File: src/rtl/core/pds_pkg.sv
// pds_pkg: shared constants, types and microcode store for the pll divider search
`timescale 1ns / 1ps

package pds_pkg;

	// divider datapath width, covers the largest vco value
	localparam int unsigned DIV_W = 29;

	// frequency limits in hertz
	localparam logic [25:0] INTERNAL_CLK = 26'd16000000;
	localparam logic [28:0] REF_HIGH     = 29'd16000000;
	localparam logic [28:0] REF_LOW      = 29'd4000000;
	localparam logic [28:0] USB_CLOCK    = 29'd48000000;
	localparam logic [28:0] VCO_LOW      = 29'd64000000;
	localparam logic [28:0] VCO_HIGH     = 29'd344000000;
	localparam logic [26:0] TARGET_HIGH  = 27'd80000000;

	// divider and multiplier limits
	localparam logic [6:0] MUL_LOW    = 7'd8;
	localparam logic [6:0] MUL_HIGH   = 7'd86;
	localparam logic [3:0] DIVM_LIMIT = 4'd15;

	// source codes
	localparam logic [1:0] SRC_NONE = 2'd0;
	localparam logic [1:0] SRC_EXT  = 2'd3;

	typedef enum logic [1:0] {
		ST_FOUND    = 2'd0,
		ST_DISABLED = 2'd1,
		ST_INVALID  = 2'd2,
		ST_NOMATCH  = 2'd3
	} status_t;

	// datapath operations, one per microcode step
	typedef enum logic [3:0] {
		ACT_NONE       = 4'd0,
		ACT_LD_IN      = 4'd1,
		ACT_SET_MRANGE = 4'd2,
		ACT_DIV_REF    = 4'd3,
		ACT_LD_REF     = 4'd4,
		ACT_N_INC      = 4'd5,
		ACT_M_INC      = 4'd6,
		ACT_NOMATCH    = 4'd7,
		ACT_DIV_QF     = 4'd8,
		ACT_LD_QF      = 4'd9,
		ACT_LD_OUT     = 4'd10
	} act_t;

	// jump conditions
	typedef enum logic [3:0] {
		C_ALWAYS   = 4'd0,
		C_IN_VALID = 4'd1,
		C_EARLY    = 4'd2,
		C_DIV_BUSY = 4'd3,
		C_M_OVER   = 4'd4,
		C_REF_BAD  = 4'd5,
		C_N_STOP   = 4'd6,
		C_HIT      = 4'd7,
		C_OUT_BUSY = 4'd8
	} cond_t;

	typedef logic [4:0] upc_t;

	// microcode labels
	localparam upc_t P_IDLE    = 5'd0;
	localparam upc_t P_CHK     = 5'd1;
	localparam upc_t P_MRANGE  = 5'd2;
	localparam upc_t P_MLOOP   = 5'd3;
	localparam upc_t P_REF     = 5'd4;
	localparam upc_t P_REF_W   = 5'd5;
	localparam upc_t P_REF_LD  = 5'd6;
	localparam upc_t P_REF_CHK = 5'd7;
	localparam upc_t P_NLOOP   = 5'd8;
	localparam upc_t P_NHIT    = 5'd9;
	localparam upc_t P_NNEXT   = 5'd10;
	localparam upc_t P_MNEXT   = 5'd11;
	localparam upc_t P_NOMATCH = 5'd12;
	localparam upc_t P_FOUND   = 5'd13;
	localparam upc_t P_QF_W    = 5'd14;
	localparam upc_t P_QF_LD   = 5'd15;
	localparam upc_t P_OUT     = 5'd16;
	localparam upc_t P_RET     = 5'd17;

	// control word: jump to target when the selected flag xor inv is set
	typedef struct packed {
		act_t  act;
		cond_t cond;
		logic  inv;
		upc_t  target;
	} uword_t;

	// status flags from the datapath to the sequencer
	typedef struct packed {
		logic in_valid;
		logic early;
		logic div_busy;
		logic m_over;
		logic ref_bad;
		logic n_stop;
		logic hit;
		logic out_busy;
	} flags_t;

	function automatic uword_t uw(input act_t act, input cond_t cond, input logic inv,
			input upc_t target);
		uword_t w;
		w.act    = act;
		w.cond   = cond;
		w.inv    = inv;
		w.target = target;
		return w;
	endfunction

	// program store; a step with an inverted always condition falls through
	function automatic uword_t ucode(input upc_t pc);
		uword_t w;
		case (pc)
			P_IDLE:    w = uw(ACT_LD_IN,      C_IN_VALID, 1'b1, P_IDLE);
			P_CHK:     w = uw(ACT_NONE,       C_EARLY,    1'b0, P_OUT);
			P_MRANGE:  w = uw(ACT_SET_MRANGE, C_ALWAYS,   1'b1, P_IDLE);
			P_MLOOP:   w = uw(ACT_NONE,       C_M_OVER,   1'b0, P_NOMATCH);
			P_REF:     w = uw(ACT_DIV_REF,    C_ALWAYS,   1'b1, P_IDLE);
			P_REF_W:   w = uw(ACT_NONE,       C_DIV_BUSY, 1'b0, P_REF_W);
			P_REF_LD:  w = uw(ACT_LD_REF,     C_ALWAYS,   1'b1, P_IDLE);
			P_REF_CHK: w = uw(ACT_NONE,       C_REF_BAD,  1'b0, P_MNEXT);
			P_NLOOP:   w = uw(ACT_NONE,       C_N_STOP,   1'b0, P_MNEXT);
			P_NHIT:    w = uw(ACT_NONE,       C_HIT,      1'b0, P_FOUND);
			P_NNEXT:   w = uw(ACT_N_INC,      C_ALWAYS,   1'b0, P_NLOOP);
			P_MNEXT:   w = uw(ACT_M_INC,      C_ALWAYS,   1'b0, P_MLOOP);
			P_NOMATCH: w = uw(ACT_NOMATCH,    C_ALWAYS,   1'b0, P_OUT);
			P_FOUND:   w = uw(ACT_DIV_QF,     C_ALWAYS,   1'b1, P_IDLE);
			P_QF_W:    w = uw(ACT_NONE,       C_DIV_BUSY, 1'b0, P_QF_W);
			P_QF_LD:   w = uw(ACT_LD_QF,      C_ALWAYS,   1'b1, P_IDLE);
			P_OUT:     w = uw(ACT_LD_OUT,     C_OUT_BUSY, 1'b0, P_OUT);
			P_RET:     w = uw(ACT_NONE,       C_ALWAYS,   1'b0, P_IDLE);
			default:   w = uw(ACT_NONE,       C_ALWAYS,   1'b0, P_IDLE);
		endcase
		return w;
	endfunction

endpackage

File: src/rtl/core/pds_divider.sv
// pds_divider: restoring divider, one quotient bit per cycle
`timescale 1ns / 1ps

module pds_divider import pds_pkg::*; (
	input  logic             clk,
	input  logic             arst_n,
	input  logic             start,
	input  logic [DIV_W-1:0] num,
	input  logic [DIV_W-1:0] den,
	output logic             busy,
	output logic [DIV_W-1:0] quot
);

	localparam int unsigned CW = $clog2(DIV_W + 1);

	logic [CW-1:0]    cnt_q;
	logic [DIV_W-1:0] rem_q;
	logic [DIV_W-1:0] quo_q;
	logic [DIV_W-1:0] den_q;
	logic [DIV_W:0]   sh;
	logic [DIV_W+1:0] diff;
	logic             ge;

	// shift in next numerator bit and trial subtract
	assign sh   = {rem_q, quo_q[DIV_W-1]};
	assign diff = {1'b0, sh} - {2'b00, den_q};
	assign ge   = ~diff[DIV_W+1];
	assign busy = (cnt_q != '0);
	assign quot = quo_q;

	// bit counter
	always_ff @(posedge clk or negedge arst_n) begin
		if (!arst_n) begin
			cnt_q <= '0;
		end else if (start) begin
			cnt_q <= CW'(DIV_W);
		end else if (busy) begin
			cnt_q <= cnt_q - 1'b1;
		end
	end

	// remainder and quotient
	always_ff @(posedge clk) begin
		if (start) begin
			rem_q <= '0;
			quo_q <= num;
			den_q <= den;
		end else if (busy) begin
			rem_q <= ge ? diff[DIV_W-1:0] : sh[DIV_W-1:0];
			quo_q <= {quo_q[DIV_W-2:0], ge};
		end
	end

endmodule

File: src/rtl/core/pds_datapath.sv
// pds_datapath: search registers, range checks, match compare and result register
`timescale 1ns / 1ps

module pds_datapath import pds_pkg::*; (
	input  logic        clk,
	input  logic        arst_n,
	input  act_t        act,
	input  logic        in_valid,
	input  logic [1:0]  source,
	input  logic [25:0] ext_freq,
	input  logic [26:0] target_freq,
	input  logic        out_ready,
	output flags_t      flags,
	output logic        out_valid,
	output logic [1:0]  status,
	output logic [3:0]  in_div,
	output logic [6:0]  vco_mul,
	output logic [3:0]  out_div,
	output logic [2:0]  usb_div,
	output logic [28:0] q_clk_freq
);

	logic [25:0]      fin_q;
	logic [29:0]      lo_q [4];
	status_t          st_q;
	logic             early_q;
	logic [4:0]       m_q;
	logic [3:0]       mlast_q;
	logic [25:0]      ref_q;
	logic [6:0]       n_q;
	logic [28:0]      vco_q;
	logic [1:0]       ridx_q;
	logic [2:0]       q_q;
	logic [28:0]      qf_q;

	logic             out_valid_q;
	logic [1:0]       status_q;
	logic [3:0]       in_div_q;
	logic [6:0]       vco_mul_q;
	logic [3:0]       out_div_q;
	logic [2:0]       usb_div_q;
	logic [28:0]      q_clk_freq_q;

	status_t          early_st;
	logic             early_flag;
	logic [4:0]       mfirst_c;
	logic [3:0]       mlast_c;
	logic [2:0]       q_c;
	logic             div_start;
	logic [DIV_W-1:0] div_num;
	logic [DIV_W-1:0] div_den;
	logic             div_busy;
	logic [DIV_W-1:0] div_quot;
	logic [3:0]       hit_k;
	logic [1:0]       hit_idx;
	logic [30:0]      diff_k [4];
	logic             out_busy;
	logic             out_load;
	logic             found;

	pds_divider u_div (
		.clk    (clk),
		.arst_n (arst_n),
		.start  (div_start),
		.num    (div_num),
		.den    (div_den),
		.busy   (div_busy),
		.quot   (div_quot)
	);

	// request screening at accept
	always_comb begin
		early_st   = ST_FOUND;
		early_flag = 1'b0;
		if (target_freq > TARGET_HIGH) begin
			early_st   = ST_INVALID;
			early_flag = 1'b1;
		end else if (target_freq == '0 || source == SRC_NONE) begin
			early_st   = ST_DISABLED;
			early_flag = 1'b1;
		end else if (source == SRC_EXT && ext_freq == '0) begin
			early_st   = ST_INVALID;
			early_flag = 1'b1;
		end
	end

	// divisions by fixed frequencies as compares against their multiples
	always_comb begin
		mfirst_c = 5'd1;
		for (int k = 2; k <= 4; k++) begin
			if ({3'b000, fin_q} >= 29'(k) * REF_HIGH) begin
				mfirst_c = 5'(k);
			end
		end
		mlast_c = 4'd0;
		for (int k = 1; k <= int'(DIVM_LIMIT); k++) begin
			if ({3'b000, fin_q} >= 29'(k) * REF_LOW) begin
				mlast_c = 4'(k);
			end
		end
		q_c = 3'd0;
		for (int k = 1; k <= 7; k++) begin
			if (vco_q >= 29'(k) * USB_CLOCK) begin
				q_c = 3'(k);
			end
		end
	end

	// divider operand select
	always_comb begin
		div_start = 1'b0;
		div_num   = DIV_W'(fin_q);
		div_den   = DIV_W'(m_q);
		case (act)
			ACT_DIV_REF: begin
				div_start = 1'b1;
			end
			ACT_DIV_QF: begin
				div_start = 1'b1;
				div_num   = vco_q;
				div_den   = DIV_W'(q_c);
			end
			default: begin
				div_start = 1'b0;
			end
		endcase
	end

	// vco / r == target for r = 2, 4, 6, 8 in parallel
	always_comb begin
		for (int k = 0; k < 4; k++) begin
			diff_k[k] = {2'b00, vco_q} - {1'b0, lo_q[k]};
			hit_k[k]  = ~diff_k[k][30] && (diff_k[k][29:0] < 30'(2 * (k + 1)));
		end
		if (hit_k[0]) begin
			hit_idx = 2'd0;
		end else if (hit_k[1]) begin
			hit_idx = 2'd1;
		end else if (hit_k[2]) begin
			hit_idx = 2'd2;
		end else begin
			hit_idx = 2'd3;
		end
	end

	assign out_busy = out_valid_q && !out_ready;
	assign out_load = (act == ACT_LD_OUT) && !out_busy;
	assign found    = (st_q == ST_FOUND);

	// flags for the sequencer
	always_comb begin
		flags.in_valid = in_valid;
		flags.early    = early_q;
		flags.div_busy = div_busy;
		flags.m_over   = (m_q > {1'b0, mlast_q});
		flags.ref_bad  = ({3'b000, ref_q} < REF_LOW) || ({3'b000, ref_q} > REF_HIGH);
		flags.n_stop   = (n_q > MUL_HIGH) || (vco_q > VCO_HIGH);
		flags.hit      = !(vco_q < VCO_LOW) && (hit_k != '0);
		flags.out_busy = out_busy;
	end

	// search registers
	always_ff @(posedge clk) begin
		case (act)
			ACT_LD_IN: begin
				if (in_valid) begin
					fin_q    <= (source == SRC_EXT) ? ext_freq : INTERNAL_CLK;
					lo_q[0]  <= 30'({target_freq, 1'b0});
					lo_q[1]  <= 30'({target_freq, 2'b00});
					lo_q[2]  <= 30'({target_freq, 2'b00}) + 30'({target_freq, 1'b0});
					lo_q[3]  <= 30'({target_freq, 3'b000});
					st_q     <= early_st;
					early_q  <= early_flag;
				end
			end
			ACT_SET_MRANGE: begin
				m_q     <= mfirst_c;
				mlast_q <= mlast_c;
			end
			ACT_LD_REF: begin
				ref_q <= div_quot[25:0];
				vco_q <= {div_quot[25:0], 3'b000};
				n_q   <= MUL_LOW;
			end
			ACT_N_INC: begin
				n_q   <= n_q + 1'b1;
				vco_q <= vco_q + 29'(ref_q);
			end
			ACT_M_INC: begin
				m_q <= m_q + 1'b1;
			end
			ACT_NOMATCH: begin
				st_q <= ST_NOMATCH;
			end
			ACT_DIV_QF: begin
				ridx_q <= hit_idx;
				q_q    <= q_c;
			end
			ACT_LD_QF: begin
				qf_q <= (q_q == '0) ? '0 : div_quot;
			end
			default: begin
			end
		endcase
	end

	// result word valid
	always_ff @(posedge clk or negedge arst_n) begin
		if (!arst_n) begin
			out_valid_q <= 1'b0;
		end else if (out_load) begin
			out_valid_q <= 1'b1;
		end else if (out_ready) begin
			out_valid_q <= 1'b0;
		end
	end

	// result word payload; status always loaded, divider fields zero unless found
	always_ff @(posedge clk) begin
		if (out_load) begin
			status_q     <= st_q;
			in_div_q     <= found ? m_q[3:0] : 4'd0;
			vco_mul_q    <= found ? n_q : 7'd0;
			out_div_q    <= found ? ({1'b0, ridx_q, 1'b0} + 4'd2) : 4'd0;
			usb_div_q    <= found ? q_q : 3'd0;
			q_clk_freq_q <= found ? qf_q : 29'd0;
		end
	end

	assign out_valid  = out_valid_q;
	assign status     = status_q;
	assign in_div     = in_div_q;
	assign vco_mul    = vco_mul_q;
	assign out_div    = out_div_q;
	assign usb_div    = usb_div_q;
	assign q_clk_freq = q_clk_freq_q;

endmodule

File: src/rtl/core/pds_sequencer.sv
// pds_sequencer: step counter over the microcode store with conditional jumps
`timescale 1ns / 1ps

module pds_sequencer import pds_pkg::*; (
	input  logic   clk,
	input  logic   arst_n,
	input  flags_t flags,
	output act_t   act
);

	upc_t   pc_q;
	uword_t word;
	logic   sel;
	logic   take;

	assign word = ucode(pc_q);
	assign act  = word.act;

	// condition select
	always_comb begin
		case (word.cond)
			C_ALWAYS:   sel = 1'b1;
			C_IN_VALID: sel = flags.in_valid;
			C_EARLY:    sel = flags.early;
			C_DIV_BUSY: sel = flags.div_busy;
			C_M_OVER:   sel = flags.m_over;
			C_REF_BAD:  sel = flags.ref_bad;
			C_N_STOP:   sel = flags.n_stop;
			C_HIT:      sel = flags.hit;
			C_OUT_BUSY: sel = flags.out_busy;
			default:    sel = 1'b1;
		endcase
	end

	assign take = sel ^ word.inv;

	// step counter
	always_ff @(posedge clk or negedge arst_n) begin
		if (!arst_n) begin
			pc_q <= P_IDLE;
		end else if (take) begin
			pc_q <= word.target;
		end else begin
			pc_q <= pc_q + 1'b1;
		end
	end

endmodule

File: src/rtl/core/pll_divider_search_unit.sv
// pll divider search: one request in, one divider setting result out
// Each input divider takes one pass of the shared serial divider, then a
// multiplier loop; a found triple adds one more divider pass.
// Throughput: one request at a time; the next is taken once the result is in
// the output register. Reset puts the sequencer at idle and drops out_valid.
`timescale 1ns / 1ps

module pll_divider_search_unit import pds_pkg::*; (
	input  logic        clk,
	input  logic        arst_n,
	input  logic        in_valid,
	output logic        in_ready,
	input  logic [1:0]  source,
	input  logic [25:0] ext_freq,
	input  logic [26:0] target_freq,
	output logic        out_valid,
	input  logic        out_ready,
	output logic [1:0]  status,
	output logic [3:0]  in_div,
	output logic [6:0]  vco_mul,
	output logic [3:0]  out_div,
	output logic [2:0]  usb_div,
	output logic [28:0] q_clk_freq
);

	act_t   act;
	flags_t flags;

	// request word taken only in the idle step
	assign in_ready = (act == ACT_LD_IN);

	pds_sequencer u_seq (
		.clk    (clk),
		.arst_n (arst_n),
		.flags  (flags),
		.act    (act)
	);

	pds_datapath u_dp (
		.clk         (clk),
		.arst_n      (arst_n),
		.act         (act),
		.in_valid    (in_valid),
		.source      (source),
		.ext_freq    (ext_freq),
		.target_freq (target_freq),
		.out_ready   (out_ready),
		.flags       (flags),
		.out_valid   (out_valid),
		.status      (status),
		.in_div      (in_div),
		.vco_mul     (vco_mul),
		.out_div     (out_div),
		.usb_div     (usb_div),
		.q_clk_freq  (q_clk_freq)
	);

endmodule
File: config.mk
export PLATFORM = sky130hd
export DESIGN_NAME = pll_divider_search_unit
export DESIGN_NICKNAME = d
export VERILOG_FILES = /design/src/rtl/core/pds_pkg.sv /design/src/rtl/core/pds_divider.sv /design/src/rtl/core/pds_datapath.sv /design/src/rtl/core/pds_sequencer.sv /design/src/rtl/core/pll_divider_search_unit.sv
export SDC_FILE = /design/constraint.sdc
export NUM_CORES = 1
export LEC_CHECK = 0
export ABC_AREA = 1
export ABC_CLOCK_PERIOD_IN_PS = 8300
export BUFFER_PORTS_ARGS = -buffer_cell sky130_fd_sc_hd__buf_4
export CAP_MARGIN = 5
export CORE_MARGIN = 1.5
export CORE_UTILIZATION = 55
export DETAILED_ROUTE_END_ITERATION = 7
export PLACE_DENSITY = 0.7
export RECOVER_POWER = 50
export SETUP_SLACK_MARGIN = 0.5
export SLEW_MARGIN = 10
export SYNTH_ARGS = -nofsm -noshare
export SYNTH_HDL_FRONTEND = slang
export SYNTH_SLANG_ARGS = --single-unit
File: constraint.sdc
create_clock -name clk -period 8.3 [get_ports clk]
set_clock_uncertainty 0.05 [all_clocks]
set_input_delay 1.66 -clock clk [delete_from_list [all_inputs] [get_ports clk]]
set_output_delay 1.66 -clock clk [all_outputs]
set_load 0.03 [all_outputs]
# Word-level counts from Yosys, hierarchy flattened
# Memories as Yosys holds them, arrays and structs flattened.
# Cells that the tools add are included.
[word_totals]
reg_bits = 281
ramBits = 120
rom_bits = 448
input_bits = 59
out_inout_bits = 51
mem_count = 2
[memory_table]
columns = ["memory", "depth", "word_bits", "rd", "rd_ports_with_merged_regs", "write_ports", "line_no", "text"]
rows = [
  ["(no name shown)", 32, 14, 1, 0, 0, "pds_pkg.sv:117", "case (pc)"],
  ["u_dp.lo_q", 4, 30, 4, 0, 4, "pds_datapath.sv:24", "logic [29:0] lo_q [4];"],
]
[op_classes]
add_sub_neg = 12
magnitude_cmp = 34
eq_ne = 20
mux = 50
n_bitwise = 6
n_reduce_logical = 34
[ops]
columns = ["operator", "n"]
rows = [
  ["greater-or-equal comparator 26 bit, second input constant", 8],
  ["subtractor 29 x 30 -> 31 bit", 4],
  ["two-way mux 29 bit", 4],
  ["greater-or-equal comparator 26 x 25 -> 1 bit, second input constant", 4],
  ["greater-or-equal comparator 29 x 28 -> 1 bit, second input constant", 3],
  ["less-than comparator 30 x 3 -> 1 bit, second input constant", 2],
  ["greater-or-equal comparator 29 bit, second input constant", 2],
  ["one-hot mux 29 bit (2 select lines)", 1],
  ["greater-or-equal comparator 26 x 24 -> 1 bit, second input constant", 2],
  ["two-way mux 3 bit", 14],
  ["equality test 4 x 3 -> 1 bit, second input constant", 8],
  ["subtractor 30 x 29 -> 31 bit", 1],
  ["adder 29 x 28 -> 30 bit", 1],
  ["less-than comparator 30 x 2 -> 1 bit, second input constant", 1],
  ["less-than comparator 30 x 4 -> 1 bit, second input constant", 1],
  ["adder 29 x 26 -> 29 bit", 1],
  ["greater-or-equal comparator 29 x 26 -> 1 bit, second input constant", 1],
  ["greater-or-equal comparator 29 x 27 -> 1 bit, second input constant", 1],
  ["greater-than comparator 29 bit, second input constant", 1],
  ["less-than comparator 29 x 26 -> 1 bit, second input constant", 1],
  ["greater-than comparator 27 bit, second input constant", 1],
  ["zero test 27 bit", 1],
  ["greater-or-equal comparator 26 x 22 -> 1 bit, second input constant", 1],
  ["greater-or-equal comparator 26 x 23 -> 1 bit, second input constant", 1],
  ["other kinds (35)", 91],
]

# Depth between registers and ports, before layout
# Gate-level depths: netlist of run 1.
[depth]
word_depth = 15
ltp_mapped = 26

# By module
# Synthesis of run 1 repeated with hierarchy kept, for this count alone.
[hier_totals]
cells_unflattened = 3976
area_unflattened_um2 = 28144.5
[by_module_without_submodules]
columns = ["module", "instances", "cells_each", "area_each_um2", "seq_area_each_um2"]
rows = [
  ["pds_datapath", 1, 2952, 21171.6, 7141.8],
  ["pds_divider", 1, 885, 6124.6, 2447.3],
  ["pds_sequencer", 1, 133, 825.8, 125.1],
  ["pll_divider_search_unit", 1, 6, 22.5, 0.0],
]

# Worst setup path after synthesis of run 1
# Ideal clock, no wire load.
[synth_timing]
path_kind = "input to register"
start = "in out_ready"
end = "reg u_dp.in_div_q[0] (netlist: u_dp.in_div[0]), enable pin"
setup_ns = 0.454
arrival_ns = 3.723
t_required_ns = 7.796
path_slack_ns = 4.074
path_stages = 2
n_path_buf = 0
path_cell_list = "nor2_1 -> nor2_1"
[synth_between]
elab_chain_len = 4
[synth_rtl]
columns = ["element", "line_no", "text"]
rows = [
  ["from (decl)", "pll_divider_search_unit.sv:17", "input logic out_ready,"],
  ["zero test 1 bit", "pds_datapath.sv:146", "assign out_busy = out_valid_q && !out_ready;"],
  ["logical AND 1 bit", "pds_datapath.sv:146", ""],
  ["zero test 1 bit", "pds_datapath.sv:147", "assign out_load = (act == ACT_LD_OUT) && !out_busy;"],
  ["logical AND 1 bit", "pds_datapath.sv:147", ""],
  ["net u_dp.out_load", "pds_datapath.sv:58", "logic out_load;"],
  ["to (signal assigned)", "pds_datapath.sv:222", "in_div_q <= found ? m_q[3:0] : 4'd0;"],
  ["to (decl)", "pds_datapath.sv:38", "logic [3:0] in_div_q;"],
]
# The timed path passes the listed nets, and every way through them passes these cells.
# A chain may end at the register's enable or synchronous reset.

# Worst setup path in the final report of run 1
[layout_timing]
start = "reg u_seq.pc_q[1]"
end = "reg u_dp.u_div.quo_q[25] (netlist: u_dp.u_div.quot[25]), enable pin"
[layout_between]
elab_chain_len = 5
word_cells_on_any_way = 6
[layout_rtl]
columns = ["element", "line_no", "text"]
rows = [
  ["from (decl)", "pds_sequencer.sv:11", "upc_t pc_q;"],
  ["from (signal assigned)", "pds_sequencer.sv:42", "pc_q <= word.target;"],
  ["from (signal assigned)", "pds_sequencer.sv:44", "pc_q <= pc_q + 1'b1;"],
  ["memory read (32 x 14 bit) *", "n/a", ""],
  ["equality test 4 x 2 -> 1 bit / equality test 4 bit (equally long branches)", "pds_datapath.sv:114", "case (act)"],
  ["OR reduction 2 bit (no source line) *", "n/a", ""],
  ["two-way mux 1 bit *", "pds_datapath.sv:114", ""],
  ["nonzero test 2 bit (no source line) *", "n/a", ""],
  ["to (signal assigned)", "pds_divider.sv:46", "quo_q <= num;"],
  ["to (signal assigned)", "pds_divider.sv:50", "quo_q <= {quo_q[DIV_W-2:0], ge};"],
  ["to (decl)", "pds_divider.sv:18", "logic [DIV_W-1:0] quo_q;"],
]
# Mark *: on every way between the ends. The rest lies on a longest branch, timed or not.

==> results of run 1 <==
## cell usage in the layout (no fill, tap or decap), drive strengths merged, types with 10 or more instances in the layout
master / count
nand2: 970
dfrtp: 11
edfxtp: 271
xnor2: 22
a31oi: 21
clkbuf: 104
ha: 203
clkinv: 17
o21ai: 176
or2: 12
inv: 658
nand3b: 28
o211ai: 14
o21bai: 12
nand4: 55
nor3: 59
a22oi: 10
dfxtp: 29
nor2: 474
o21a: 13
o22ai: 10
xor2: 57
nand3: 238
nor4: 26
buf: 58
a21oi: 265
## routing by layer
layer | GRT usage, % | up-vias
met1 | 46.1 | 11479
met3 | 5.19 | 120
met4 | 9.28 | 2
li1 | - | 12545
met5 | 0 | -
met2 | 48.3 | 991
## path summary, 6_finish.rpt
kind	startpoint	endpoint	depth (start not counted)
min in group asynchronous	arst_n	u_dp.u_div.cnt_q[2]	1
worst max-delay path	u_seq.pc_q[1]	u_dp.u_div.quot[25]	15
worst max register to register	u_seq.pc_q[1]	u_dp.u_div.quot[25]	15
max in group asynchronous	arst_n	u_dp.u_div.cnt_q[1]	1
worst min-delay path	u_dp.st_q[1]	u_dp.status[1]	0
worst min register to register	u_dp.st_q[1]	u_dp.status[1]	0
## worst reg2reg max path: cells and delay by family (launching register included)
family	cells	cell delay, ns
fa+ha+maj	1	0.20
buf+inv	7	1.92
flops	1	0.44
simple gates	7	2.35
## stage by stage
stage | area (um2) | cells | utilization [%] | setup slack [ns]
3_3_place_gp | 27700 | 4427 | 59.1 | 3.90
5_1_grt | 28600 | 4491 | 61.1 | 2.41
6_report | 28600 | 4491 | 61.1 | 2.96
3_5_place_dp | 27700 | 4427 | 59.1 | 3.74
2_1_floorplan | 26300 | 3753 | - | 4.07
4_1_cts | 28900 | 4491 | 61.6 | 3.71
## logic make-up (layout without fill, tap and decap cells)
logic type,Yosys count,after routing,share of synthesized area (%)
buffers and inverters,709,840,10.3
xor gates and xnor gates,79,79,2.64
and+or+nand+nor,1872,1872,30.3
AOI/OAI and AO/OA,571,571,12.3
other,1,1,0.0143
adders and majority gates,210,210,10.2
DFF,311,311,34.3
## sequential cells by signal (all words and copies together), names as in the netlist, 26 cells and up
signal            cells
u_dp.lo_q            55
u_dp.q_clk_freq      29
u_dp.qf_q            29
u_dp.u_div.quot      29
u_dp.u_div.rem_q     29
u_dp.vco_q           29
u_dp.fin_q           26
u_dp.ref_q           26
## power by group through the flow
stage	registers (mW)	logic, mW	clock network, mW
3_3_place_gp	2.90	5.73	0
5_1_grt	2.95	6.66	1.65
2_1_floorplan	2.67	4.44	0
6_report	2.92	5.90	1.57
4_1_cts	2.88	5.82	1.60
3_5_place_dp	2.91	5.79	0
## layout make-up
cell class	count	area, um2	area share (%)
Sequential cell	311	8990	31.4
Multi-Input combinational cell	2733	14600	50.9
Clock inverter	18	179	0.625
Tap cell	607	759	2.65
Clock buffer	46	988	3.45
Inverter	660	2480	8.66
Timing Repair Buffer	116	657	2.30
==> run_results.csv, run 1 <==
group,metric,value,unit
flow_run,drv.max_cap_violation_count,4,
synth,syn-mean-instance-area,7.00,um2
floorplanning,dieWidth,221,um
global_route,grt.total_usage,31.6,%
route,totalWireLength,78500,um
clock_tree,cts_repair_resize_count,0,
power,power.combinational.fraction,56.8,%
layout,area_growth_syn_to_layout,9.01,%
route,number_of_nets_with_antenna_violations_after_routing,0,
power,vdd.ir_drop.worst,438,uV
synth,synth_ff_type,"sky130_fd_sc_hd__edfxtp_1",
setup_path,r2r_slack,2.96,ns
setup_path,timing_worst_setup_path_type,"flop to flop",
layout,fin_nets,4126,
floorplanning,i_o_pin_cnt,110,
setup_path,critical_path_arrival,5.47,ns
layout,share_of_post_route_cells_with_drive_strength_above_1,5.23,%
timing,slew_violations,161,
route,via_per_inst,5.60,
setup_path,family_with_the_most_delay_on_the_worst_path,"simple AND/OR/NAND/NOR gates",
synth,synth_common_cells,"sky130_fd_sc_hd__nand2_1 (944), sky130_fd_sc_hd__inv_1 (646), sky130_fd_sc_hd__nor2_1 (456)",
clock_tree,clk_path_buf_depth,3,
route,wirelength_met1,35400,um
floorplanning,floorplan.die_area,49100,um2
power,power.density,363,nW/um2
synth,post_synth_net_total,4022,
power,leakage,13.9,nW
power,power.total,10.4,mW
power,share_clk_of_total_power,15.1,%
clock_tree,clock_slew_at_the_register_clock_pins_of_the_worst_setup_and_hold_paths,0.06,ns
synth,synth_cell_types,67,
run_status,failed_checks,"max-capacitance violations, max-slew violations",
floorplanning,area_of_the_core,46900,um2
clock_tree,worstSkewPairLatency,0.56,ns
synth,asyncSetResetFlopFracSynth,3.54,%
synth,syn_warnings,0,
synth,yosys.cell_count.top_type,"sky130_fd_sc_hd__nand2_1",
layout,antennaDiodeCount,0,
clock_tree,postCtsHoldBufs,0,
setup_path,critical_path_fanout_max,51,
route,detail_route.wl_per_cell,17.5,um
timing,worst_slew_margin_rel,-83.9,%
setup_path,worst_ep_required_time,8.43,ns
synth,netlist_area,26300,um2
timing,final_period_minus_worst_setup_slack,5.34,ns
route,drt_pre_antenna_iters,8,
clock_tree,cts_tree,"built",
min_path,hold_path_class,"flop to flop",
timing,pin_slew_with_the_least_headroom_to_its_limit,2.76,ns
power,power_report.internal_total,5.20,mW
floorplanning,rows,79,
global_route,antenna_violations_before_repair,1,
placed_design,place_congestion,0.988,
route,dr_wl_met3,7650,um
floorplanning,initial_utilization,56.0,%
placed_design,dp_hpwl,61300,um
synth,synth_seq_area_share,34.3,%
clock_tree,clk_root_buffer_cell,"sky130_fd_sc_hd__clkbuf_16",
synth,synthDominantCellAreaShare,31.0,%
setup_path,crit_path_start_kind,"flop",
timing,final.hold.worst_slack,0.391,ns
power,seqPwrFrac,28.1,%
route,dr_total_vias,25137,
route,dr_wl_met2,33400,um
synth,number_of_flip_flops_and_latches_in_the_synthesized_netlist,311,
layout,fillers,4561,
timing,setup_violations,0,
synth,yosys-top-cells-area,"sky130_fd_sc_hd__edfxtp_1 (31%), sky130_fd_sc_hd__nand2_1 (13%), sky130_fd_sc_hd__ha_1 (9.7%)",
clock_tree,post_cts_setup_inserts,0,
power,power.share.switching,49.9,%
timing,tns,0,ns
route,drtIter0Drc,2516,
clock_tree,htreeDepth,2,
run_status,status,"finished, violations left",
setup_path,timing.critical_path.to_type,"flop",
timing,fraction_of_the_cycle_the_final_worst_path_needs,64.3,%
global_route,overflow,0,
synth,synthDominantAreaCellType,"sky130_fd_sc_hd__edfxtp_1",
synth,post_synth_inst_count,3753,
route,drc,0,
setup_path,crit_path_max_incr_delay,1.10,ns
timing,finalHoldViolations,0,
global_route,first_global_vias,23008,
timing,clock.fmax,187,MHz
placed_design,io_buffers,108,
synth,synth-edff-count,271,
timing,grt_setup_unrepaired,"false",
route,uppermost_metal_layer_occupied_by_signal_nets,"met5",
clock_tree,cts_inserted_buffers,35,
global_route,grt_first_pass_wirelength,122000,um
setup_path,worst_path_max_delay_cell,"sky130_fd_sc_hd__nor2_1",
global_route,grt_max_degree,83,
power,netsw,5.19,mW
setup_path,critical_path.cell_chain,"inv_1, ha_1, inv_1, nor2_1, inv_1, nor3_1, inv_1, nand2_1, nor2_1, clkinv_1, nor2_1, inv_2, nand2_4, nor2_1, inv_2",
floorplanning,fp.dieH,221,um
clock_tree,clock_sink_count,311,
setup_path,buffers_and_inverters_on_the_worst_path,7,
Note: power is estimated with default switching activity, not from simulation.
==> run 2: changes to the inputs <==
--- a/config.mk
+++ b/config.mk
@@ -6,7 +6,7 @@
 export NUM_CORES = 1
 export LEC_CHECK = 0
 export ABC_AREA = 1
-export ABC_CLOCK_PERIOD_IN_PS = 8300
+export ABC_CLOCK_PERIOD_IN_PS = 5400
 export BUFFER_PORTS_ARGS = -buffer_cell sky130_fd_sc_hd__buf_4
 export CAP_MARGIN = 5
 export CORE_MARGIN = 1.5
==> constraint.sdc (replaced) <==
create_clock -name clk -period 5.4 [get_ports clk]
set_clock_uncertainty 0.05 [all_clocks]
set_input_delay 1.08 -clock clk [delete_from_list [all_inputs] [get_ports clk]]
set_output_delay 1.08 -clock clk [all_outputs]
set_load 0.03 [all_outputs]
==> run_results.csv, run 2 (synthesis results as in run 1) <==
group,metric,value,unit
clock_tree,clk_path_buf_depth,3,
flow_run,drv.max_cap_violation_count,5,
global_route,antenna_violations_before_repair,1,
setup_path,worst_ep_required_time,5.74,ns
route,drc,0,
run_status,status,"finished, violations left",
setup_path,crit_path_start_kind,"flop",
setup_path,critical_path.endpoint,"u_dp.vco_q[7]",
setup_path,r2r_start,"u_seq.pc_q[1]",
power,netsw,8.00,mW
setup_path,critical_path_arrival,4.54,ns
power,power.total,15.9,mW
layout,largest-register,"u_dp.lo_q",
clock_tree,clock_sink_count,311,
clock_tree,htreeDepth,2,
power,seqPwrFrac,28.0,%
power,share_clk_of_total_power,14.5,%
placed_design,place_congestion,0.989,
route,dr_total_vias,25254,
layout,largest_reg_flops,55,
power,power.density,558,nW/um2
layout,post_layout_nonfiller_instances,4496,
setup_path,timing.critical_path.from,"u_seq.pc_q[1]",
route,detail_route.wl_per_cell,17.5,um
global_route,overflow,0,
floorplanning,i_o_pin_cnt,110,
layout,fillers,4447,
setup_path,critical-path-top-cell-by-count,"sky130_fd_sc_hd__inv_1",
min_path,hold_path_class,"flop to flop",
clock_tree,clock_slew_at_the_register_clock_pins_of_the_worst_setup_and_hold_paths,0.06,ns
floorplanning,fp.dieH,221,um
timing,tns,0,ns
layout,share_of_post_route_cells_with_drive_strength_above_1,4.60,%
setup_path,crit_path_max_incr_delay,0.94,ns
timing,grt_setup_unrepaired,"false",
setup_path,worst_path_max_delay_cell,"sky130_fd_sc_hd__clkbuf_1",
timing,fraction_of_the_cycle_the_final_worst_path_needs,77.8,%
clock_tree,cts_inserted_buffers,35,
run_status,failed_checks,"max-capacitance violations, max-slew violations",
setup_path,critical_path_cell_count,15,
floorplanning,dieWidth,221,um
layout,layout_common_cells,"sky130_fd_sc_hd__nand2_1 (944), sky130_fd_sc_hd__inv_1 (646), sky130_fd_sc_hd__nor2_1 (453)",
timing,final_period_minus_worst_setup_slack,4.20,ns
power,power.combinational.fraction,57.4,%
timing,setup_violations,0,
power,vdd.ir_drop.worst,463,uV
layout,fin_nets,4132,
setup_path,r2r_slack,1.20,ns
floorplanning,area_of_the_core,46900,um2
route,number_of_nets_with_antenna_violations_after_routing,0,
setup_path,family_with_the_most_delay_on_the_worst_path,"buffers and inverters",
setup_path,critical_path.cell_chain,"inv_1, ha_1, inv_1, o22ai_1, nor3_1, inv_1, nor2_1, inv_1, nor2_2, clkbuf_1, inv_1, buf_4, a21oi_1, o21ai_0, o21ai_0",
global_route,grt.total_usage,31.5,%
timing,final.hold.worst_slack,0.398,ns
placed_design,post-place-cells,4433,
global_route,grt_first_pass_wirelength,121000,um
setup_path,r2r-end,"u_dp.vco_q[7]",
floorplanning,floorplan.die_area,49100,um2
clock_tree,cts_repair_resize_count,0,
floorplanning,initial_utilization,56.0,%
clock_tree,worstSkewPairLatency,0.57,ns
global_route,first_global_vias,22898,
power,power_report.internal_total,7.89,mW
timing,slew_violations,188,
setup_path,buffers_and_inverters_on_the_worst_path,7,
timing,worst_slew_margin_rel,-89.6,%
setup_path,timing.critical_path.to_type,"flop",
floorplanning,rows,79,
power,leakage,13.8,nW
layout,multi_input_area,14600,um2
layout,most_common_library_cell_in_the_layout_ignoring_fill_and_taps,"sky130_fd_sc_hd__nand2_1",
clock_tree,clk_root_buffer_cell,"sky130_fd_sc_hd__clkbuf_16",
route,drtIter0Drc,2573,
setup_path,critical_path_fanout_max,24,
clock_tree,cts_tree,"built",
placed_design,io_buffers,108,
route,drt_pre_antenna_iters,8,
placed_design,dp_hpwl,62600,um
layout,area_growth_syn_to_layout,8.55,%
route,totalWireLength,78500,um
clock_tree,post_cts_setup_inserts,0,
clock_tree,postCtsHoldBufs,0,
timing,pin_slew_with_the_least_headroom_to_its_limit,2.84,ns
setup_path,timing_worst_setup_path_type,"flop to flop",
route,via_per_inst,5.62,
setup_path,rr_worst_depth,15,
power,power.share.switching,50.3,%
timing,finalHoldViolations,0,
timing,clock.fmax,238,MHz
layout,final_core_utilization,60.8,%
layout,layout.area.seq,8990,um2
global_route,grt_max_degree,51,
-- run 2: changes by cell type in the layout (fill, tap and decap cells not counted), sizes merged --
cell,change
clkinv,-3
inv,+4
buf,-21
clkinvlp,+1
clkbuf,+25
diode,+1
bufinv,-2
-- run 2: worst register-to-register path: stages (launching register included) --
cell and delay (ns):
sky130_fd_sc_hd__dfrtp_1 0.45, sky130_fd_sc_hd__inv_1 0.11, sky130_fd_sc_hd__ha_1 0.31, sky130_fd_sc_hd__inv_1 0.10, sky130_fd_sc_hd__o22ai_1 0.10, sky130_fd_sc_hd__nor3_1 0.28
sky130_fd_sc_hd__inv_1 0.10, sky130_fd_sc_hd__nor2_1 0.09, sky130_fd_sc_hd__inv_1 0.08, sky130_fd_sc_hd__nor2_2 0.08, sky130_fd_sc_hd__clkbuf_1 0.94, sky130_fd_sc_hd__inv_1 0.60
sky130_fd_sc_hd__buf_4 0.40, sky130_fd_sc_hd__a21oi_1 0.15, sky130_fd_sc_hd__o21ai_0 0.11, sky130_fd_sc_hd__o21ai_0 0.08
-- run 2: metrics by stage --
stage	area, um2	setup WS (ns)
after floorplan	26300	1.34
after global placement	27700	1.60
after detailed placement	27700	1.51
after CTS	28800	1.48
after global routing	28500	0.792
final	28500	1.20
-- run 2: worst min-delay path by stage --
| stage | depth (start not counted) | to | slack (ns) | startpoint |
|---|---|---|---|---|
| finish | 0 | u_dp.ref_q[24] | 0.40 | u_dp.u_div.quot[24] |
| detailed placement | 0 | u_dp.ref_q[2] | 0.38 | u_dp.u_div.quot[2] |
| global placement | 0 | u_dp.status[0] | 0.37 | u_dp.st_q[0] |
| floorplan | 0 | u_dp.status[0] | 0.37 | u_dp.st_q[0] |
| CTS | 1 | u_dp.u_div.cnt_q[4] | 0.28 | arst_n |
| global route | 0 | u_dp.ref_q[24] | 0.41 | u_dp.u_div.quot[24] |
-- run 2: area by class of cell --
cell class | instances | area share [%]
Multi-Input combinational cell | 2733 | 51.1
Sequential cell | 311 | 31.6
Inverter | 660 | 8.70
Clock buffer | 44 | 3.41
Tap cell | 607 | 2.67
Timing Repair Buffer | 122 | 2.11
Clock inverter | 18 | 0.457
Antenna cell | 1 | 0.00878
-- run 2: power by group through the flow --
| stage | registers [mW] | clock network (mW) | logic (mW) |
|---|---|---|---|
| final | 4.46 | 2.31 | 9.13 |
| after global routing | 4.50 | 2.42 | 10.3 |
| after CTS | 4.40 | 2.33 | 9.00 |
| after detailed placement | 4.44 | 0 | 8.95 |
| after global placement | 4.43 | 0 | 8.91 |
| after floorplan | 4.11 | 0 | 6.83 |
-- run 2: metal layers --
metal  vias to the layer above  part of all wire, %  global-route usage [%]
met5                         -                    0                       0
met1                     11564                   45                    46.3
met3                       128                  9.3                    3.88
li1                      12559                    -                       -
met2                      1003                   42                    47.7
met4                         0                  3.3                    10.8
